### src/sv/asav_pkg.sv
// Shared constants, types and the arctangent table of the angular sector artifact block.
package asav_pkg;

    localparam int DIM_MAX      = 1024;
    localparam int CORDIC_STEPS = 24;
    localparam int NSTEP        = (CORDIC_STEPS < 32) ? CORDIC_STEPS : 32;

    localparam int IDX_W   = 10;
    localparam int IDX_MAX = ((DIM_MAX - 1) > 1023) ? 1023 : (DIM_MAX - 1);
    localparam int SPC_W   = 16;
    localparam int OFF_W   = 32;
    localparam int PROD_W  = IDX_W + SPC_W;
    localparam int POS_W   = OFF_W + 2;
    localparam int CRD_W   = POS_W + 3;
    localparam int Z_W     = 26;
    localparam int ANG_W   = 25;
    localparam int WID_W   = 25;
    localparam int TOT_W   = WID_W + 1;
    localparam int LVL_W   = 16;
    localparam int DAT_W   = 16;

    localparam int CFG_IDX_W = 3;
    localparam int CFG_DAT_W = 32;
    localparam int S_TDATA_W = 56;
    localparam int M_TDATA_W = 56;

    localparam logic [CFG_IDX_W-1:0] REG_OFF_X   = 3'd0;
    localparam logic [CFG_IDX_W-1:0] REG_OFF_Y   = 3'd1;
    localparam logic [CFG_IDX_W-1:0] REG_SPC_X   = 3'd2;
    localparam logic [CFG_IDX_W-1:0] REG_SPC_Y   = 3'd3;
    localparam logic [CFG_IDX_W-1:0] REG_BRT_W   = 3'd4;
    localparam logic [CFG_IDX_W-1:0] REG_DRK_W   = 3'd5;
    localparam logic [CFG_IDX_W-1:0] REG_BRT_LVL = 3'd6;
    localparam logic [CFG_IDX_W-1:0] REG_DRK_LVL = 3'd7;

    localparam logic signed [Z_W-1:0] DEG90  = 26'sd5898240;
    localparam logic [ANG_W-1:0]      DEG180 = 25'd11796480;
    localparam logic [ANG_W-1:0]      DEG360 = 25'd23592960;

    // Item sideband that rides along the pipeline.
    typedef struct packed {
        logic                    valid;
        logic signed [DAT_W-1:0] density;
        logic signed [DAT_W-1:0] artifact;
    } t_side;

    typedef struct packed {
        logic center;
        logic neg_x;
    } t_flags;

    // atan(2^-i) in 1/65536 degree, rounded to nearest.
    function automatic logic signed [Z_W-1:0] step_angle(input int i);
        logic signed [Z_W-1:0] a;
        case (i)
            0:  a = 26'sd2949120;
            1:  a = 26'sd1740967;
            2:  a = 26'sd919879;
            3:  a = 26'sd466945;
            4:  a = 26'sd234379;
            5:  a = 26'sd117304;
            6:  a = 26'sd58666;
            7:  a = 26'sd29335;
            8:  a = 26'sd14668;
            9:  a = 26'sd7334;
            10: a = 26'sd3667;
            11: a = 26'sd1833;
            12: a = 26'sd917;
            13: a = 26'sd458;
            14: a = 26'sd229;
            15: a = 26'sd115;
            16: a = 26'sd57;
            17: a = 26'sd29;
            18: a = 26'sd14;
            19: a = 26'sd7;
            20: a = 26'sd4;
            21: a = 26'sd2;
            22: a = 26'sd1;
            default: a = '0;
        endcase
        return a;
    endfunction

endpackage

### src/sv/asav_pos.sv
// In-plane voxel position: index times spacing, then plus origin offset (two stages).
module asav_pos (
    input  logic                              i_clk,
    input  logic                              i_rst_n,
    input  logic                              i_en,
    input  asav_pkg::t_side                   i_side,
    input  logic        [asav_pkg::IDX_W-1:0] i_col,
    input  logic        [asav_pkg::IDX_W-1:0] i_row,
    input  logic signed [asav_pkg::OFF_W-1:0] i_off_x,
    input  logic signed [asav_pkg::OFF_W-1:0] i_off_y,
    input  logic        [asav_pkg::SPC_W-1:0] i_spc_x,
    input  logic        [asav_pkg::SPC_W-1:0] i_spc_y,
    output asav_pkg::t_side                   o_side,
    output logic signed [asav_pkg::POS_W-1:0] o_px,
    output logic signed [asav_pkg::POS_W-1:0] o_py
);
    import asav_pkg::*;

    logic [IDX_W-1:0]  col_c;
    logic [IDX_W-1:0]  row_c;
    t_side             r_side_a;
    t_side             r_side_b;
    logic [PROD_W-1:0] r_prod_x;
    logic [PROD_W-1:0] r_prod_y;
    logic signed [POS_W-1:0] r_px;
    logic signed [POS_W-1:0] r_py;

    // clamp indices past the slice edge
    assign col_c = (i_col > IDX_W'(IDX_MAX)) ? IDX_W'(IDX_MAX) : i_col;
    assign row_c = (i_row > IDX_W'(IDX_MAX)) ? IDX_W'(IDX_MAX) : i_row;

    always_ff @(posedge i_clk) begin
        if (!i_rst_n) begin
            r_side_a <= '0;
            r_side_b <= '0;
        end else if (i_en) begin
            r_side_a <= i_side;
            r_side_b <= r_side_a;
        end
    end

    always_ff @(posedge i_clk) begin
        if (i_en) begin
            r_prod_x <= PROD_W'(col_c) * PROD_W'(i_spc_x);
            r_prod_y <= PROD_W'(row_c) * PROD_W'(i_spc_y);
            r_px     <= POS_W'(i_off_x) + $signed({{(POS_W-PROD_W){1'b0}}, r_prod_x});
            r_py     <= POS_W'(i_off_y) + $signed({{(POS_W-PROD_W){1'b0}}, r_prod_y});
        end
    end

    assign o_side = r_side_b;
    assign o_px   = r_px;
    assign o_py   = r_py;

endmodule

### config.mk
export PLATFORM = sky130hd
export DESIGN_NAME = asav_pos
export DESIGN_NICKNAME = d
export VERILOG_FILES = /design/src/sv/asav_pkg.sv /design/src/sv/asav_pos.sv
export SDC_FILE = /design/constraint.sdc
export NUM_CORES = 1
export LEC_CHECK = 0
export BUFFER_PORTS_ARGS = -buffer_cell sky130_fd_sc_hd__buf_2
export CAP_MARGIN = 40
export CORE_MARGIN = 2
export CORE_UTILIZATION = 50
export CTS_BUF_LIST = sky130_fd_sc_hd__clkbuf_4
export CTS_CLUSTER_DIAMETER = 200
export DETAILED_ROUTE_END_ITERATION = 8
export PLACE_DENSITY = 0.73
export SLEW_MARGIN = 10
export SYNTH_ARGS = -nofsm -noshare
export SYNTH_HDL_FRONTEND = slang
export SYNTH_SLANG_ARGS = --single-unit
### constraint.sdc
create_clock -name i_clk -period 7.4 [get_ports i_clk]
set_input_delay 0.37 -clock i_clk [delete_from_list [all_inputs] [get_ports i_clk]]
set_output_delay 0.37 -clock i_clk [all_outputs]
set_load 0.02 [all_outputs]
; After elaboration in Yosys (flattened, before gate mapping)
; Cells that the tools add are included.
[totals]
wordCells = 18
register_bits = 186
input_bits = 152
output_inout_bits = 101
[classes]
n_mux = 2
magnitude_cmp = 2
n_addsub = 2
mul = 2
[ops]
columns = operator, n
row1 = 32-bit by 27-bit adder with 33-bit output, 2
row2 = 10-bit by 16-bit multiplier with 26-bit output, 2
row3 = 10-bit greater-than comparator (second input constant), 2
row4 = 10-bit two-way mux, 2

; Depth between registers and ports, before layout
[depth]
word_depth = 3
depth_mapped = 22
mapped_depth_nobuf = 20

; Worst setup path before layout
; Ideal clock, no wire load.
[synth_path]
path_kind = input to register
from = input i_row[1] (netlist bit)
to = register r_prod_y[22] (data pin)
arrival_time_ns = 5.003
required_time_ns = 7.137
path_stages = 20
path_buffers = 1
setup_slack_ns = 2.134
setup_time_ns = 0.263
path_cell_list = clkbuf_1 nand2_1 fa_1 inv_1 fa_1 inv_1 fa_1 inv_1 fa_1 inv_1 fa_1 inv_1 ha_1 o21a_1 o21ai_1 nor2_1 o2bb2ai_1 o41ai_4 nor3_1 a2111o_1
[synth_via]
elab_chain_cells = 3
[synth_rtl]
columns = element, line_no
row1 = start: declaration, asav_pos.sv:8  ; input logic [asav_pkg::IDX_W-1:0] i_row,
row2 = 10-bit greater-than comparator, asav_pos.sv:30  ; assign row_c = (i_row > IDX_W'(IDX_MAX)) ? IDX_W'(IDX_MAX) : i_row;
row3 = 10-bit two-way mux (*), asav_pos.sv:30
row4 = 10-bit by 16-bit multiplier with 26-bit output (*), asav_pos.sv:45  ; r_prod_y <= PROD_W'(row_c) * PROD_W'(i_spc_y);
row5 = end signal: assignment, asav_pos.sv:45
row6 = end: declaration, asav_pos.sv:24  ; logic [PROD_W-1:0] r_prod_y;
; Every way passes the cells marked *; elsewhere a longest branch is shown, timed or not.
; A chain may end at the register's enable or synchronous reset.

; Worst setup path after layout
; Ends and elaborated chain as after synthesis.

==> results by group <==
Status
  • Status: finished clean

Timing
  • Setup TNS: 0 ns
  • Slew @ Worst Pin: 0.843 ns
  • Hold_ws: 0.0974 ns
  • Slew headroom: 43.8%
  • Slew Limit Fails: 0
  • Final Skew: 0.0238 ns
  • Max frequency: 201 MHz
  • Post-route clock period utilization: 67.4%
  • Final setup vio count: 0
  • Final Hold Viols: 0
  • RSZ-0062 raised after global routing: false
  • Minimum clock period: 4.99 ns

Logic synthesis
  • Synth async-reset ratio: 0%
  • Post-synth top area share: 23.0%
  • Commonest cells in the synthesized netlist: 273 x inv_1, 222 x fa_1, 205 x nand2_1
  • Ys Warns: 0
  • Yosys cell types: 69
  • Syn Area/Cell: 9.85 µm²
  • Most used DFF post-synth: edfxtp_1
  • Top cells by area, synth: fa_1 23%, edfxtp_1 18%, ha_1 11%, dfxtp_1 6.8%, and2_1 5.4%
  • Mapped Area: 19,300 µm²
  • Post-synth top area cell: fa_1
  • Post-synthesis sequential area ratio: 25.2%
  • Most instantiated library cell after synthesis: inv_1
  • Post-synthesis cell count: 1,961
  • Yosys reg bits: 184
  • Number of synthesized flops with an enable pin: 118
  • Post-Syn Nets: 2,509

CTS
  • Clk Latency, worst-skew pair: 0.61 ns
  • Post-CTS Setup Inserts: 0
  • CTS tree: yes
  • CTS root buf: clkbuf_4
  • CTS Buffer Depth: 2
  • Htree depth: 4
  • Clock slew at reported path FFs: 0.15 ns
  • Total CTS buffers: 17
  • Clock Sinks: 184

Cells and area
  • # nets final: 2,748
  • Footprint of the multi-input gates: 13,100 µm²
  • Share of cells above drive strength 1: 14.2%
  • Area grow syn2layout: 11.9%
  • Fill cells: 3,270
  • Seq. cell area: 4860 µm²

Detailed routing
  • DRT Pass-1 Iters: 5
  • DR vias: 14.3k
  • Per-cell routed wire length: 16.3 µm
  • Final ANT Viol Nets: 0
  • Via density per instance: 5.24
  • First DRT Iteration DRCs: 830
  • DRC errors left: 0
  • DRT Wirelength: 44,500 µm

Die
  • Num ports: 253
  • DIE WIDTH: 201 µm
  • Row cnt: 71
  • Die area: 40,200 µm²
  • Initial Utilization: 51.0%
  • Die Height: 201 µm
  • Core Region: 37,800 µm²

Global routing
  • GRT Total Usage: 22.8%
  • Vias in the first global route: 15.1k
  • Global-route wire length before repair: 74,900 µm
  • Overflow after GRT: 0
  • Initial antenna violation count: 5
  • Largest net degree at the start of global routing: 67

Worst setup path
  • R2r setup slk: 4.63 ns
  • Critical Path Start Type: primary input
  • Worst EP arrival: 5.37 ns
  • Setup crit end kind: register
  • CP Class: primary input to register
  • Worst path required time: 7.79 ns
  • Crit path max fanout: 16

Pwr
  • Worst ir drop on vdd: 0.268 mV
  • Leak: 0.0107 µW
  • Cell Pwr Density: 380 nW/µm²

Flow run
  • Max Cap Viol: 0

Placed design
  • Placer Congestion: 0.881
  • Port Buffers: 252
  • Hpwl dp: 35,900 µm

Min path
  • HP Class: primary input to register
## worst max-delay path, cell delays in order
cell and delay (ns):
buf_2 0.29, nand2_1 0.13, fa_1 0.55, inv_1 0.05
fa_1 0.50, inv_1 0.05, fa_1 0.53, inv_1 0.05
fa_1 0.47, inv_1 0.05, fa_1 0.47, inv_1 0.04
ha_1 0.33, o21a_1 0.13, o21ai_1 0.24, nor2_1 0.10
o2bb2ai_1 0.18, o41ai_4 0.37, nor3_1 0.11, a2111o_1 0.36
## timing repair
action	CTS	global route
hold buffers	39	0
gates resized for setup	0	0
hold endpoints to repair	39	0
## metal layers
layer	routed length (µm)	track usage (%)	up-vias
met5	0	0	-
met4	875	7.20	0
met3	2270	3.12	64
met2	20200	37.0	445
met1	21200	31.9	6910
li1	-	-	6896
## sequential cells by signal (all words and copies together) (netlist names)
| name | cells |
|---|---|
| o_px | 33 |
| o_py | 33 |
| o_side | 33 |
| r_prod_x | 26 |
| r_prod_y | 26 |
| r_side_a | 33 |
## cells by family after synthesis
logic type	after synthesis	share of synthesized area, %
AO/OA/AOI/OAI	279	9.99
AND/OR/NAND/NOR	586	15.6
buffers and inverters	349	6.88
flip-flops	184	25.2
XOR/XNOR	100	4.54
adder cells (fa/ha/maj)	396	34.3
multiplexers	67	3.47
## cell usage in the layout (no fill, tap or decap), types with 39 or more instances in the layout
master         instances
dfxtp_1               66
ha_1                 174
nand2_1              205
a21o_1                58
buf_2                251
xnor2_1               67
fa_1                 222
edfxtp_1             118
and2_1               166
a21oi_1               83
mux2i_1               67
nor2_1                49
dlygate4sd3_1         39
nor2b_1               81
inv_1                273
## worst paths after layout
kind / from / end / cells after the start
min: i_off_y[27] / o_py[27] / 2
max: i_row[1] / r_prod_y[22] / 20
max reg2reg: r_prod_y[0] / o_py[32] / 11
min reg2reg: o_side[9] / o_side[9] / 2
## power breakdown
part           internal, µW  leakage, µW  total (µW)  switching, µW
logic                  2480      0.00883        5960           3470
registers              1690      0.00169        1790           97.9
clock network           139     0.000141         474            334
total                  4310       0.0107        8220           3910
## layout make-up
cell class | instances | area share (%)
diodes | 7 | 0.0810
clock buffers | 19 | 0.660
clock inverters | 13 | 0.353
inverters | 274 | 4.76
multi-input cells | 1428 | 60.7
flip-flops and latches | 184 | 22.5
well taps | 511 | 2.96
repair buffers | 295 | 8.01
## through the flow
stage,cells,worst slack (ns),cell area [µm²],util (%),power [µW]
detailed placement,2653,1.81,21000,55.5,7680
global route,2729,2.17,21600,57.1,9050
global placement,2651,1.89,20900,55.3,7530
floorplan,1961,2.13,19300,-,6370
finish,2731,2.41,21600,57.1,8220
CTS,2724,2.53,21600,57.1,8210
Power figures use the tool's default switching activity.
