**config.mk**
```make
export PLATFORM = sky130hd
export DESIGN_NAME = asav_mod
export DESIGN_NICKNAME = d
export VERILOG_FILES = /design/src/sv/asav_pkg.sv /design/src/sv/asav_mod.sv
export SDC_FILE = /design/constraint.sdc
export NUM_CORES = 2
export LEC_CHECK = 0
export BUFFER_PORTS_ARGS = -buffer_cell sky130_fd_sc_hd__buf_2
export CORE_UTILIZATION = 50
export CTS_CLUSTER_SIZE = 16
export DETAILED_ROUTE_END_ITERATION = 7
export PLACE_DENSITY = 0.74
export RECOVER_POWER = 50
export SLEW_MARGIN = 5
export SYNTH_ARGS = -nofsm -noshare
export SYNTH_HDL_FRONTEND = slang
export SYNTH_SLANG_ARGS = --single-unit
```
**constraint.sdc**
```tcl
create_clock -name i_clk -period 11.5 [get_ports i_clk]
set_input_delay 2.3 -clock i_clk [delete_from_list [all_inputs] [get_ports i_clk]]
set_output_delay 2.3 -clock i_clk [all_outputs]
set_load 0.02 [all_outputs]
```
**src/sv/asav_pkg.sv**
```systemverilog
// Shared constants, types and the arctangent table of the angular sector artifact block.
package asav_pkg;

    localparam int DIM_MAX      = 1024;
    localparam int CORDIC_STEPS = 24;
    localparam int NSTEP        = (CORDIC_STEPS < 32) ? CORDIC_STEPS : 32;

    localparam int IDX_W   = 10;
    localparam int IDX_MAX = ((DIM_MAX - 1) > 1023) ? 1023 : (DIM_MAX - 1);
    localparam int SPC_W   = 16;
    localparam int OFF_W   = 32;
    localparam int PROD_W  = IDX_W + SPC_W;
    localparam int POS_W   = OFF_W + 2;
    localparam int CRD_W   = POS_W + 3;
    localparam int Z_W     = 26;
    localparam int ANG_W   = 25;
    localparam int WID_W   = 25;
    localparam int TOT_W   = WID_W + 1;
    localparam int LVL_W   = 16;
    localparam int DAT_W   = 16;

    localparam int CFG_IDX_W = 3;
    localparam int CFG_DAT_W = 32;
    localparam int S_TDATA_W = 56;
    localparam int M_TDATA_W = 56;

    localparam logic [CFG_IDX_W-1:0] REG_OFF_X   = 3'd0;
    localparam logic [CFG_IDX_W-1:0] REG_OFF_Y   = 3'd1;
    localparam logic [CFG_IDX_W-1:0] REG_SPC_X   = 3'd2;
    localparam logic [CFG_IDX_W-1:0] REG_SPC_Y   = 3'd3;
    localparam logic [CFG_IDX_W-1:0] REG_BRT_W   = 3'd4;
    localparam logic [CFG_IDX_W-1:0] REG_DRK_W   = 3'd5;
    localparam logic [CFG_IDX_W-1:0] REG_BRT_LVL = 3'd6;
    localparam logic [CFG_IDX_W-1:0] REG_DRK_LVL = 3'd7;

    localparam logic signed [Z_W-1:0] DEG90  = 26'sd5898240;
    localparam logic [ANG_W-1:0]      DEG180 = 25'd11796480;
    localparam logic [ANG_W-1:0]      DEG360 = 25'd23592960;

    // Item sideband that rides along the pipeline.
    typedef struct packed {
        logic                    valid;
        logic signed [DAT_W-1:0] density;
        logic signed [DAT_W-1:0] artifact;
    } t_side;

    typedef struct packed {
        logic center;
        logic neg_x;
    } t_flags;

    // atan(2^-i) in 1/65536 degree, rounded to nearest.
    function automatic logic signed [Z_W-1:0] step_angle(input int i);
        logic signed [Z_W-1:0] a;
        case (i)
            0:  a = 26'sd2949120;
            1:  a = 26'sd1740967;
            2:  a = 26'sd919879;
            3:  a = 26'sd466945;
            4:  a = 26'sd234379;
            5:  a = 26'sd117304;
            6:  a = 26'sd58666;
            7:  a = 26'sd29335;
            8:  a = 26'sd14668;
            9:  a = 26'sd7334;
            10: a = 26'sd3667;
            11: a = 26'sd1833;
            12: a = 26'sd917;
            13: a = 26'sd458;
            14: a = 26'sd229;
            15: a = 26'sd115;
            16: a = 26'sd57;
            17: a = 26'sd29;
            18: a = 26'sd14;
            19: a = 26'sd7;
            20: a = 26'sd4;
            21: a = 26'sd2;
            22: a = 26'sd1;
            default: a = '0;
        endcase
        return a;
    endfunction

endpackage

```
**src/sv/asav_mod.sv**
```systemverilog
// Pipelined restoring remainder of the angle by the combined sector width.
module asav_mod (
    input  logic                       i_clk,
    input  logic                       i_rst_n,
    input  logic                       i_en,
    input  asav_pkg::t_side            i_side,
    input  logic [asav_pkg::ANG_W-1:0] i_ang,
    input  logic [asav_pkg::TOT_W-1:0] i_total,
    output asav_pkg::t_side            o_side,
    output logic [asav_pkg::ANG_W-1:0] o_rem
);
    import asav_pkg::*;

    localparam int D_W = TOT_W + ANG_W;

    logic [ANG_W-1:0] r_rem  [0:ANG_W];
    t_side            r_side [0:ANG_W];

    assign r_rem[0]  = i_ang;
    assign r_side[0] = i_side;

    for (genvar k = 0; k < ANG_W; k++) begin : g_bit
        logic [D_W-1:0] div_sh;
        logic [D_W-1:0] rem_e;

        // one quotient bit per stage, most significant first
        assign div_sh = D_W'(i_total) << (ANG_W - 1 - k);
        assign rem_e  = D_W'(r_rem[k]);

        always_ff @(posedge i_clk) begin
            if (!i_rst_n) begin
                r_side[k+1] <= '0;
            end else if (i_en) begin
                r_side[k+1] <= r_side[k];
            end
        end

        always_ff @(posedge i_clk) begin
            if (i_en) begin
                if (rem_e >= div_sh) begin
                    r_rem[k+1] <= ANG_W'(rem_e - div_sh);
                end else begin
                    r_rem[k+1] <= r_rem[k];
                end
            end
        end
    end

    assign o_side = r_side[ANG_W];
    assign o_rem  = r_rem[ANG_W];

endmodule

```
* Word-level counts from Yosys, hierarchy flattened
Cells that the tools add are included.
** Storage, ports and cells
- Register bits :: 1450
- Input port bits :: 87
- Output and inout port bits :: 58
- Word-level logic and storage cells :: 175
** Operators by class
- $add $sub $neg :: 25
- Order comparisons :: 25
- Mux-type cells :: 25
** Operator list (number)
- $mux 25 :: 25
- $sub 25x25->25 :: 25
- $ge 25x50->1 :: 1
- $ge 25x49->1 :: 1
- $ge 25x48->1 :: 1
- $ge 25x47->1 :: 1
- $ge 25x46->1 :: 1
- $ge 25x45->1 :: 1
- $ge 25x44->1 :: 1
- $ge 25x43->1 :: 1
- $ge 25x42->1 :: 1
- $ge 25x41->1 :: 1
- $ge 25x40->1 :: 1
- $ge 25x39->1 :: 1
- $ge 25x38->1 :: 1
- $ge 25x37->1 :: 1
- $ge 25x36->1 :: 1
- $ge 25x35->1 :: 1
- $ge 25x34->1 :: 1
- $ge 25x33->1 :: 1
- $ge 25x32->1 :: 1
- $ge 25x31->1 :: 1
- $ge 25x30->1 :: 1
- $ge 25x29->1 :: 1
- 3 further kinds :: 3

* Depth between registers and ports, before layout
- Depth in word-level cells :: 2
- Depth in mapped cells :: 14
- Mapped depth without buffers :: 12

* Worst setup path after synthesis
OpenSTA, ideal clock, no wires.
- Kind :: input to register
- From :: input i_total[1] in the netlist's numbering
- To :: register r_rem (netlist bit g_bit[24].rem_e[15]) (data pin)
- Setup time :: 0.260 ns
- Arrival time :: 6.048 ns
- Required time :: 11.240 ns
- Setup slack :: 5.192 ns
- Stages :: 12
- Path buffers :: 2
- Cell sequence :: inv_1 > fa_1 > a211oi_1 > o21ai_0 > a31oi_1 > o21ai_0 > a211oi_1 > o31a_1 > a21o_1 > clkbuf_1 > clkbuf_1 > mux2_2
** Between the ends
- Word-level cells in the longest chain between the ends :: 2
- Elaborated cells on any way between the ends :: 3
- Classes of those cells :: add/sub: 1; order compare: 1; mux: 1
** Ends and longest elaborated chain
- from (decl) :: RTL line asav_mod.sv:8 : input logic [asav_pkg::TOT_W-1:0] i_total,
- $sub 25x25->25 or $ge 25x27->1 (tied branches) :: RTL line asav_mod.sv:41, asav_mod.sv:40
- $mux 25 (*) :: RTL line asav_mod.sv:40 : if (rem_e >= div_sh) begin
- to (signal, indexed assignment) :: RTL line asav_mod.sv:41 : r_rem[k+1] <= ANG_W'(rem_e - div_sh);
- to (signal, indexed assignment) :: RTL line asav_mod.sv:43 : r_rem[k+1] <= r_rem[k];
- to (decl) :: RTL line asav_mod.sv:16 : logic [ANG_W-1:0] r_rem [0:ANG_W];
Every way passes the cells marked *; elsewhere a longest branch is shown, timed or not.
A chain may end at the register's enable or synchronous reset.

==> impl_summary.log <==
INFO  metric synth_top_family_by_area = multiplexers
INFO  metric synthXorXnorAreaFrac = 2.95%
INFO  metric synth_nets = 6371
INFO  metric setup_violations = 0
INFO  metric clock_latency = 0.78 ns
INFO  metric via_total_after_detailed_routing = 44100
INFO  metric drt_iter0_drc = 3145
INFO  metric timing.setup.tns = 0 ns
INFO  metric detail_route.drc_violations = 0
INFO  metric port_buffer_count = 144
INFO  metric postSynthRegisterBits = 1450
INFO  metric die_h = 373 um
INFO  metric async_flop_share = 0%
INFO  metric postCtsResizedCells = 0
INFO  metric timing.critical_path.cells = buf_12, clkbuf_1, mux2i_1, nor2b_1
INFO  metric tritoncts = built
INFO  metric groute.layer.met1.usage = 27.7%
INFO  metric power-per-cell-area = 157 nW/um^2
INFO  metric timing.final.hold_violations = 0
INFO  metric top_family_by_delay_on_critical_path = buffers and inverters
INFO  metric initial_core_util = 50.6%
INFO  metric ys_seq_area_share = 51.3%
INFO  metric critPathArrivalTime = 8.99 ns
INFO  metric synth_area = 68800 sq um
INFO  metric post_dp_cell_area = 71200 sq um
INFO  metric synth-compound-area-share = 7.66%
INFO  metric cap_viol_max_count = 9
INFO  metric failed_checks = max-capacitance violations, max-slew violations
INFO  metric place_congestion = 0.898
INFO  metric design.core.area = 136000 sq um
INFO  metric post_synth_mux_area_share = 15.6%
INFO  metric cts_max_level = 4
INFO  metric route.detailed.vias_per_inst = 5.57
INFO  metric timing_worst_slew_pin_value = 7.56 ns
INFO  metric met3_demand_to_capacity_share_in_global_routing = 3.42%
INFO  metric setup.worst_path.start_class = primary input
INFO  metric clockRootBuffer = sky130_fd_sc_hd__clkbuf_16
INFO  metric totalPowerFinal = 11.9 mW
INFO  metric grt_first_pass_wirelength = 227000 um
INFO  metric synth_enable_flop_cells = 625
INFO  metric post_synth_fa_ha_maj_area_fraction = 6.60%
INFO  metric place.detailed.hpwl = 95800 um
INFO  metric wl = 143000 um
INFO  metric worst-path-max-fanout = 127
INFO  metric final.setup_skew = 0.0184 ns
INFO  metric ctsLongestPathBuffers = 3
INFO  metric pin_count_of_the_biggest_net_entering_global_routing = 252
INFO  metric postRouteAntennaNets = 0
INFO  metric design_area = 76000 sq um
INFO  metric final_nets = 6445
INFO  metric boundaryPins = 145
INFO  metric p_leak = 29.9 nW
INFO  metric avgRoutedWirePerCell = 18.1 um
INFO  metric rsz0062_at_grt = no
INFO  metric run_status = finished with violations
INFO  metric ir_drop = 0.158 mV
INFO  metric worst_ep_required = 12.19 ns
INFO  metric grt_busiest_layer = met2
INFO  metric maxSlewHeadroom = -404%
INFO  metric syn_inst = 5935
INFO  metric synth_simple_gate_area_share = 13.5%
INFO  metric vias_in_the_first_global_route = 42300
INFO  metric timing_limited_maximum_frequency = 0.121 GHz
INFO  metric layout.cells.most_common = sky130_fd_sc_hd__nor2b_1
INFO  metric fin_crit_sh = 72.2%
INFO  metric hold_buffers = 0
INFO  metric antenna_violations_before_repair = 2
INFO  metric final-max-slew-violation-count = 885
INFO  metric globalRoute.totalOverflow = 0
INFO  metric track_usage = 20.0%
INFO  metric clock-sinks = 1450
INFO  metric cpPeakStageDelay = 5.17 ns
INFO  metric setup.worst_path.end_class = flop
INFO  metric cp_slowest_cell = sky130_fd_sc_hd__clkbuf_1
INFO  metric syn-mean-instance-area = 11.6 sq um
INFO  metric critPathBufInv = 2
INFO  metric post-route-min-period = 8.30 ns
INFO  metric synth_ff_type = sky130_fd_sc_hd__dfxtp_1
INFO  metric dieArea = 139000 sq um
INFO  metric post_cts.repair.setup_buffers = 0
INFO  metric row_count = 135
INFO  metric firstDrtPassIters = 6
INFO  metric critical_path_class = in -> reg
INFO  metric signed_area_change_from_the_synthesized_netlist_to_the_final_layout = 10.4%
INFO  metric cts_inserted_buffers = 151
INFO  metric clkTransAtPathRegs = 0.06 ns
INFO  metric layout_common_cells = sky130_fd_sc_hd__nor2b_1, sky130_fd_sc_hd__mux2i_1, sky130_fd_sc_hd__dfxtp_1
INFO  metric synth_warnings = 0
INFO  metric min-delay-path-class = reg -> reg
INFO  metric synthDistinctLibCells = 79
INFO  metric drive_gt1_share = 9.45%
INFO  metric grtUsageMet2 = 31.5%
INFO  metric dieWidth = 373 um
final timing paths:
check / end / slack (ns) / startpoint / depth (start not counted)
max reg2reg: g_bit[24].rem_e[10] / 6.96 / g_bit[23].rem_e[1] / 12
min reg2reg: g_bit[11].rem_e[0] / 0.43 / g_bit[10].rem_e[0] / 0
min: g_bit[11].rem_e[0] / 0.43 / g_bit[10].rem_e[0] / 0
max: r_side[719] / 3.20 / i_en / 4
where the power goes:
part           internal, mW  switching (mW)
Clock                  2.88            2.01
Combinational         0.596           0.774
Sequential             5.56           0.109
Total                  9.04            2.89
kinds of logic after synthesis:
group                    after synthesis
AND/OR/NAND/NOR                     1629
multiplexers                        1050
AO/OA/AOI/OAI                        827
buffers and inverters                398
XOR/XNOR                             232
adder cells (fa/ha/maj)              349
flip-flops                          1450
stage by stage:
stage | instances | hold slack, ns | setup WS [ns] | util [%]
2_1_floorplan | 5935 | 0.417 | 5.19 | -
3_3_place_gp | 7637 | 0.423 | 4.37 | 52.3
3_5_place_dp | 7637 | 0.426 | 4.27 | 52.3
4_1_cts | 7909 | 0.435 | 5.13 | 56.0
5_1_grt | 7909 | 0.446 | 2.57 | 55.9
6_report | 7910 | 0.434 | 3.20 | 55.9
layout make-up:
| cell class | count | area (sq um) |
|---|---|---|
| antenna | 1 | 2.50 |
| sequential | 1450 | 35300 |
| tap | 1781 | 2230 |
| inverter | 130 | 488 |
| fill | 11200 | 60000 |
| clock buffer | 213 | 4380 |
| clock inverter | 59 | 617 |
| timing repair buffer | 189 | 1040 |
| multi-input combinational | 4087 | 32000 |
layer usage:
metal	vias up	share of wire [%]
met3	258	5.0
met1	21200	47
met5	-	0
met4	0	2.8
met2	975	45
li1	21700	-
sequential cells by signal (all words and copies together) (netlist names):
signal and cells:
o_side 33, r_side 792, o_rem 25, g_bit.rem_e 600
cells in the mapped netlist (10+ instances only):
cell type / n / area, sq um
sky130_fd_sc_hd__a211oi_1: 25 / 188
sky130_fd_sc_hd__a21boi_0: 16 / 120
sky130_fd_sc_hd__a21o_1: 106 / 796
sky130_fd_sc_hd__a21oi_1: 219 / 1100
sky130_fd_sc_hd__a221oi_1: 13 / 114
sky130_fd_sc_hd__a31oi_1: 33 / 206
sky130_fd_sc_hd__and2_1: 10 / 62.6
sky130_fd_sc_hd__and3_1: 19 / 119
sky130_fd_sc_hd__and4_1: 15 / 131
sky130_fd_sc_hd__buf_1: 75 / 282
sky130_fd_sc_hd__buf_4: 33 / 248
sky130_fd_sc_hd__clkbuf_1: 154 / 578
sky130_fd_sc_hd__dfxtp_1: 825 / 16500
sky130_fd_sc_hd__edfxtp_1: 625 / 18800
sky130_fd_sc_hd__fa_1: 24 / 480
sky130_fd_sc_hd__ha_1: 325 / 4070
sky130_fd_sc_hd__inv_1: 130 / 488
sky130_fd_sc_hd__mux2_2: 185 / 2080
sky130_fd_sc_hd__mux2i_1: 860 / 8610
sky130_fd_sc_hd__nand2_1: 223 / 837
sky130_fd_sc_hd__nand2b_1: 42 / 263
sky130_fd_sc_hd__nand3_1: 58 / 290
sky130_fd_sc_hd__nand4_1: 42 / 263
sky130_fd_sc_hd__nor2_1: 142 / 533
sky130_fd_sc_hd__nor2b_1: 875 / 5470
sky130_fd_sc_hd__nor3_1: 58 / 290
sky130_fd_sc_hd__nor3b_1: 11 / 82.6
sky130_fd_sc_hd__nor4_1: 65 / 407
sky130_fd_sc_hd__nor4b_1: 12 / 105
sky130_fd_sc_hd__o211ai_1: 11 / 82.6
sky130_fd_sc_hd__o21a_1: 36 / 270
sky130_fd_sc_hd__o21ai_0: 210 / 1050
sky130_fd_sc_hd__o21bai_1: 29 / 218
sky130_fd_sc_hd__o31a_1: 15 / 131
sky130_fd_sc_hd__o31ai_1: 27 / 203
sky130_fd_sc_hd__or2_2: 13 / 81.3
sky130_fd_sc_hd__xnor2_1: 134 / 1170
sky130_fd_sc_hd__xor2_1: 98 / 858
Note: power is estimated with default switching activity, not from simulation.
